### config.mk
export PLATFORM = sky130hd
export DESIGN_NAME = grc_front
export DESIGN_NICKNAME = d
export VERILOG_FILES = /design/src/sv/grc_pkg.sv /design/src/sv/grc_front.sv
export SDC_FILE = /design/constraint.sdc
export NUM_CORES = 1
export LEC_CHECK = 0
export ABC_AREA = 1
export CAP_MARGIN = 20
export CORE_ASPECT_RATIO = 0.75
export CORE_MARGIN = 5
export CORE_UTILIZATION = 40
export CTS_CLUSTER_DIAMETER = 80
export DETAILED_ROUTE_END_ITERATION = 8
export DONT_BUFFER_PORTS = 1
export SLEW_MARGIN = 20
export SYNTH_ARGS = -nofsm -noshare
export SYNTH_HDL_FRONTEND = slang
export SYNTH_SLANG_ARGS = --single-unit
### constraint.sdc
create_clock -name clk -period 4.8 [get_ports clk]
set_clock_uncertainty 0.05 [all_clocks]
set_input_delay 0 -clock clk [delete_from_list [all_inputs] [get_ports clk]]
set_output_delay 0 -clock clk [all_outputs]
set_load 0.005 [all_outputs]
### src/sv/grc_pkg.sv
// Shared types and constants of the grid raycaster.
package grc_pkg;

  localparam logic OP_WRITE = 1'b0;
  localparam logic OP_CAST  = 1'b1;

  localparam logic [2:0] CFG_POS_X   = 3'd0;
  localparam logic [2:0] CFG_POS_Y   = 3'd1;
  localparam logic [2:0] CFG_DIR_X   = 3'd2;
  localparam logic [2:0] CFG_DIR_Y   = 3'd3;
  localparam logic [2:0] CFG_PLANE_X = 3'd4;
  localparam logic [2:0] CFG_PLANE_Y = 3'd5;

  localparam logic [7:0] CHEST_CODE      = 8'd5;
  localparam logic [7:0] SHADE_X         = 8'd255;
  localparam logic [7:0] SHADE_Y         = 8'd98;
  localparam logic [7:0] SHADE_CHEST     = 8'd190;
  localparam logic [7:0] SHADE_CHEST_MID = 8'd180;

  // divider operand widths: 2^32 or SCREEN_HEIGHT*2^16 dividend, ray magnitude or distance divisor
  localparam int DVD_W = 33;
  localparam int DVS_W = 26;
  localparam int ROW_W = 16;
  localparam int MC_W  = 8;

  localparam int QDEPTH = 2;
  localparam int QPW    = 1;

  typedef struct packed {
    logic       operation;
    logic [4:0] cell_x;
    logic [4:0] cell_y;
    logic [7:0] cell_value;
    logic [7:0] column;
  } in_item_t;

  typedef struct packed {
    logic [7:0] out_column;
    logic [7:0] row_start;
    logic [7:0] row_end;
    logic [7:0] shade;
    logic       last;
  } out_item_t;

  typedef struct packed {
    logic              wr_ok;
    in_item_t          item;
  } q_entry_t;

  typedef struct packed {
    logic        [20:0] pos_x;
    logic        [20:0] pos_y;
    logic signed [17:0] dir_x;
    logic signed [17:0] dir_y;
    logic signed [17:0] plane_x;
    logic signed [17:0] plane_y;
  } cam_t;

endpackage

### src/sv/grc_front.sv
// Request intake: classifies requests and queues them for the render engine.
module grc_front import grc_pkg::*; #(
  parameter int MAP_SIZE = 32
) (
  input  logic           clk,
  input  logic           rst_n,
  input  logic           run,
  input  logic           in_valid,
  output logic           in_ready,
  input  in_item_t       in_data,
  output logic           q_valid,
  output q_entry_t       q_entry,
  input  logic           q_pop,
  output logic [QPW:0]   q_count
);

  q_entry_t           fifo_r [QDEPTH];
  logic [QPW-1:0]     wptr_r;
  logic [QPW-1:0]     rptr_r;
  logic [QPW:0]       count_r;
  logic               push;
  logic               pop;
  q_entry_t           entry;

  assign in_ready = run && (count_r < (QPW+1)'(QDEPTH));
  assign push     = in_valid && in_ready;
  assign pop      = q_pop && q_valid;

  always_comb begin
    entry       = '0;
    entry.item  = in_data;
    entry.wr_ok = (in_data.operation == OP_WRITE) &&
                  (32'(in_data.cell_x) < 32'(MAP_SIZE)) &&
                  (32'(in_data.cell_y) < 32'(MAP_SIZE));
  end

  always_ff @(posedge clk) begin
    if (!rst_n) begin
      wptr_r  <= '0;
      rptr_r  <= '0;
      count_r <= '0;
    end else begin
      if (push) begin
        wptr_r <= wptr_r + 1'b1;
      end
      if (pop) begin
        rptr_r <= rptr_r + 1'b1;
      end
      count_r <= count_r + (QPW+1)'(push) - (QPW+1)'(pop);
    end
  end

  always_ff @(posedge clk) begin
    if (push) begin
      fifo_r[wptr_r] <= entry;
    end
  end

  assign q_valid = count_r != '0;
  assign q_entry = fifo_r[rptr_r];
  assign q_count = count_r;

endmodule

======== Word-level counts from Yosys, hierarchy flattened ========
Memories as Yosys holds them, arrays and structs flattened. A register that Yosys moved wholly into a read port is not among the register bits.
Cells that the tools add are included.
Widths: inputs -> output; s select.
cells by class
  reductions and logical operators ........ 4
  bitwise logic cells ..................... 1
  mux-type cells .......................... 4
  $lt $le $gt $ge ......................... 1
  add/subtract/negate cells ............... 4
operators by type and width
  cell                 count
  $mux 1               4
  $logic_and 1x1->1    3
  $add 1x1->1 const B  2
  $add 2x1->2          1
  $lt 2x2->1 const B   1
  $reduce_bool 2->1    1
  $sub 2x1->2          1
  $not 1->1            1
storage, ports and cells
  output and inout port bits .............. 32
  memories ................................ 1
  RAM bits ................................ 56
  flip-flop bits (word level) ............. 4
  logic and storage cells ................. 18
memory list
  memory  words  width  rd ports  clocked after memory_dff  write ports  line             source
  fifo_r  2      28     1         1                         1            grc_front.sv:17  q_entry_t fifo_r [QDEPTH];

======== Depth between registers and ports, before layout ========
  word-level depth ........................ 5
  gate-level depth with buffers ........... 8
  depth with buffers taken out ............ 8

======== Worst setup path after synthesis ========
Ideal clock, no wire load.
  path kind ............................... flip-flop to flip-flop
  from .................................... register count_r[1] (netlist: q_count[1])
  to ...................................... memory fifo_r[0][0] in the netlist's numbering, enable pin
  cell stages (with the launch flop) ...... 4
  data required time ...................... 4.337 ns
  path slack .............................. 2.565 ns
  arrival time ............................ 1.772 ns
  path buffers ............................ 0
  path through ............................ dfxtp_1 -> inv_1 -> nand3_4 -> nor2_1
between the ends
  cells in the longest elaborated chain, start to end .. 5
RTL lines
  element                       line             source
  start: declaration            grc_front.sv:20  logic [QPW:0] count_r;
  start signal: assignment      grc_front.sv:49  count_r <= count_r + (QPW+1)'(push) - (QPW+1)'(pop);
  $lt 2x2->1                    grc_front.sv:25  assign in_ready = run && (count_r < (QPW+1)'(QDEPTH));
  $logic_and 1x1->1             grc_front.sv:25
  $logic_and 1x1->1             grc_front.sv:26  assign push = in_valid && in_ready;
  $mux 1                        grc_front.sv:54  if (push) begin
  $mux 1 (not written as such)  grc_front.sv:55  fifo_r[wptr_r] <= entry;
  end: declaration              grc_front.sv:17
No other way between the ends.

======== Worst setup path in the final report ========
  from .................................... register count_r[1] (netlist: q_count[1])
  to ...................................... register count_r[1] (netlist: q_count[1])
between the ends
  cells in the longest elaborated chain, start to end .. 5
RTL lines
  element            line
  $lt 2x2->1         grc_front.sv:25
  $logic_and 1x1->1  grc_front.sv:25
  $logic_and 1x1->1  grc_front.sv:26
  $add 2x1->2        grc_front.sv:49
  $sub 2x1->2 (*)    grc_front.sv:49
Every way passes the cells marked *; elsewhere a longest branch is shown, timed or not.
A chain may end at the register's enable or synchronous reset.

==> results.env <==
CTS.ROOT.BUFFER_CELL='clkbuf_8'
NNETSFINAL=194
FINALHOLDVIOLATIONS=0
NUMCTSBUFFERS=9
SYNTH-SEQ-CELLS=61
GRT_PASS1_VIAS=1229
POSTSYNTHNETCOUNT=153
RSZ_0062_RAISED_AFTER_GLOBAL_ROUTING='no'
PRECTSSETUPSLACK_NS=3.32
SYNTH_TOP_FAMILY_BY_AREA='multiplexers'
SYNTH_CELL_TYPE_COUNT=20
CRITICAL_PATH.ENDPOINT_TYPE='register'
CLOCK_TREE.BUFFER_DEPTH=2
GRT_ANTENNA_BEFORE_REPAIR=0
ROUTED_WIRE_LENGTH_PER_INSTANCE_UM=15.7
FILLERS=490
GP_ROUTABILITY_CONGESTION=0.710
TRITONCTS_NUM_SINKS=61
CRITICALPATHCATEGORY='reg -> reg'
DIE_W_UM=98.8
DIE_AREA_UM2=7570
INITIAL_UTILIZATION_PCT=41.0
REPORT.FINAL.SLEW_VIOL_COUNT=0
INSERTION_DELAY_NS=0.31
POST_ROUTE_CELLS_DRIVE_ABOVE_1_SHARE_PCT=26.5
HP-CLASS='in -> out'
VIA_COUNT=1097
DRTPASS1ITERATIONS=5
DPL.HPWL_MM=2.56
INSTANCES_NO_FILL=244
MIN_PERIOD_NS=1.70
MUXSHAREOFSYNTHAREA_PCT=16.5
FINAL_CELL_MIX='56 x edfxtp_1, 31 x dlygate4sd3_1, 20 x mux2_4'
MAXCAPVIOLCOUNT=0
LAYOUT_WORST_PATH_CYCLE_SHARE_PCT=35.5
AREAGROWTHSYNTHTOFINISH_PCT=23.1
POSTROUTEANTENNANETS=0
SIMPLE_GATE_FRACTION_OF_SYNTH_AREA_PCT=3.07
DRC=0
TRITONCTS='yes'
FIN_WORST_HOLD_SLACK_NS=0.0249
ANTENNA_FIX_CELLS=0
CRITICAL_PATH_REQUIRED_NS=4.96
CLK_TRANSITION_REPORTED_PATHS_NS=0.06
TIMING.CRITICAL_PATH.FANOUT_MAX=5
VDD.IR_DROP.WORST_mV=0.263
GR-USAGE-ALL-LAYERS_PCT=10.6
TOP_LEVEL_PORTS=64
FINALSETUPTNS_NS=0
SLEW_HEADROOM_PCT=43.4
GRT_MAX_DEGREE=29
NATURE_OF_THE_CRITICAL_PATH_STARTPOINT='register'
YS.WARNINGS.COUNT=0
DP_CELLS=197
FINAL-SETUP-VIOL-COUNT=0
CTS.HTREE.LEVELS=3
SHARE_OF_THE_SYNTHESIZED_AREA_IN_COMPOUND_GATES_AO_OA_AOI_OAI_PCT=1.48
FINAL_WORST_SLACK_NS=3.10
FINAL_UTIL_PCT=50.5
PORT_BUF_INSERTS=0
POWER_DENSITY_nW_PER_UM2=437
SYN_INST=120
GRT.OVERFLOW.TOTAL=0
INITIALDRTVIOLATIONCOUNT=26
STATUS='completed'
AVGSYNTHCELLAREA_UM2=19.7
POST_CTS.RESIZED_INSTANCES=0
GRT_PASS1_WL_MM=6.04
CELL_AREA_AFTER_SYNTHESIS_UM2=2360
SYNTHADDERAREAFRAC_PCT=0.529
YOSYS.AREA_SHARE.XOR_XNOR_PCT=0.370
WORST-SLEW-PIN-TRANSITION_NS=0.849
YS_SEQ_AREA_SHARE_PCT=75.3
POWER.STATIC_LEAKAGE_nW=1.03
ROUTE.DETAILED.VIAS_PER_INST=4.50
CP_DATA_ARRIVAL_TIME_NS=1.86
DRT-TOTAL-WL_MM=3.83
STD_CELL_ROWS=24
LAYOUT_COMMONEST_CELL='edfxtp_1'
PLACEABLE_CORE_REGION_UM2=5770
MAXCLOCKFREQUENCY_MHz=587
DIE_HEIGHT_UM=76.6
synthesized netlist by cell type:
| cell type | instances | area, µm² |
|---|---|---|
| edfxtp_1 | 56 | 1680 |
| nor2_4 | 1 | 11.3 |
| inv_2 | 1 | 3.75 |
| inv_1 | 7 | 26.3 |
| nand3_4 | 1 | 17.5 |
| mux2_1 | 4 | 45.0 |
| o21ai_0 | 1 | 5.00 |
| o21ai_1 | 2 | 10.0 |
| dfxtp_1 | 5 | 100 |
| xnor2_1 | 1 | 8.76 |
| a21oi_1 | 4 | 20.0 |
| nand3_1 | 1 | 5.00 |
| nand2_1 | 2 | 7.51 |
| mux2_4 | 20 | 300 |
| nor2_1 | 4 | 15.0 |
| mux2_2 | 4 | 45.0 |
| nor2_2 | 1 | 6.26 |
| buf_6 | 3 | 33.8 |
| nand3_2 | 1 | 10.0 |
| ha_1 | 1 | 12.5 |
metrics by stage:
step,power (W),cell area (µm²)
finish,0.00127,2910
global route,0.00134,2910
CTS,0.00129,2910
detailed placement,0.000911,2450
global placement,0.000902,2450
floorplan,0.000877,2360
state kept, by name (all words and copies together) (netlist names), named ones only:
name and flops:
fifo_r 56, q_count 2, rptr_r 1, wptr_r 1
kinds of logic after synthesis:
kind of cell,count (synthesis)
AOI/OAI and AO/OA,7
xor gates and xnor gates,1
adders and majority gates,1
buffers and inverters,11
DFF,61
muxes,28
and+or+nand+nor,11
metal layers:
metal / track usage (%) / routed length (µm)
met1: 10.9 / 1510
met5: 0 / 0
met4: 6.55 / 72
met3: 4.12 / 209
met2: 18.0 / 2050
worst paths after layout:
check / cells after the start / endpoint / slack, ns / startpoint
hold reg to reg: 1 / register / 0.40 / rptr_r
setup reg to reg: 6 / q_count[1] / 3.10 / q_count[1]
setup / recovery: 6 / q_count[1] / 3.10 / q_count[1]
hold / removal: 2 / in_ready / 0.02 / run
where the power goes:
group	switching (W)	internal [W]	leakage (nW)
Combinational	0.000100	0.000129	0.396
Sequential	0.0000540	0.000635	0.555
Clock	0.000169	0.000184	0.0765
Total	0.000323	0.000948	1.03
worst max-delay path, cell delays in order (launching register included):
cell	delay [ns]
dfxtp_1	0.42
inv_1	0.12
nand3_4	0.10
dlygate4sd3_1	0.62
nand3_2	0.10
a21oi_1	0.14
nor2_1	0.06
area by class of cell:
cell class	instances	area [µm²]	area share [%]
clock buffer	13	139	4.77
tap	78	97.6	3.35
timing repair buffer	33	325	11.2
multi-input combinational	48	524	18.0
inverter	8	30.0	1.03
clock inverter	3	12.5	0.430
sequential	61	1780	61.2
timing repair:
item / 4_1_cts / 5_1_grt
setup buffers: 0 / 0
setup endpoints to repair: 0 / 0
hold buffers: 31 / 0
hold endpoints to repair: 61 / 0
Power figures use the tool's default switching activity.
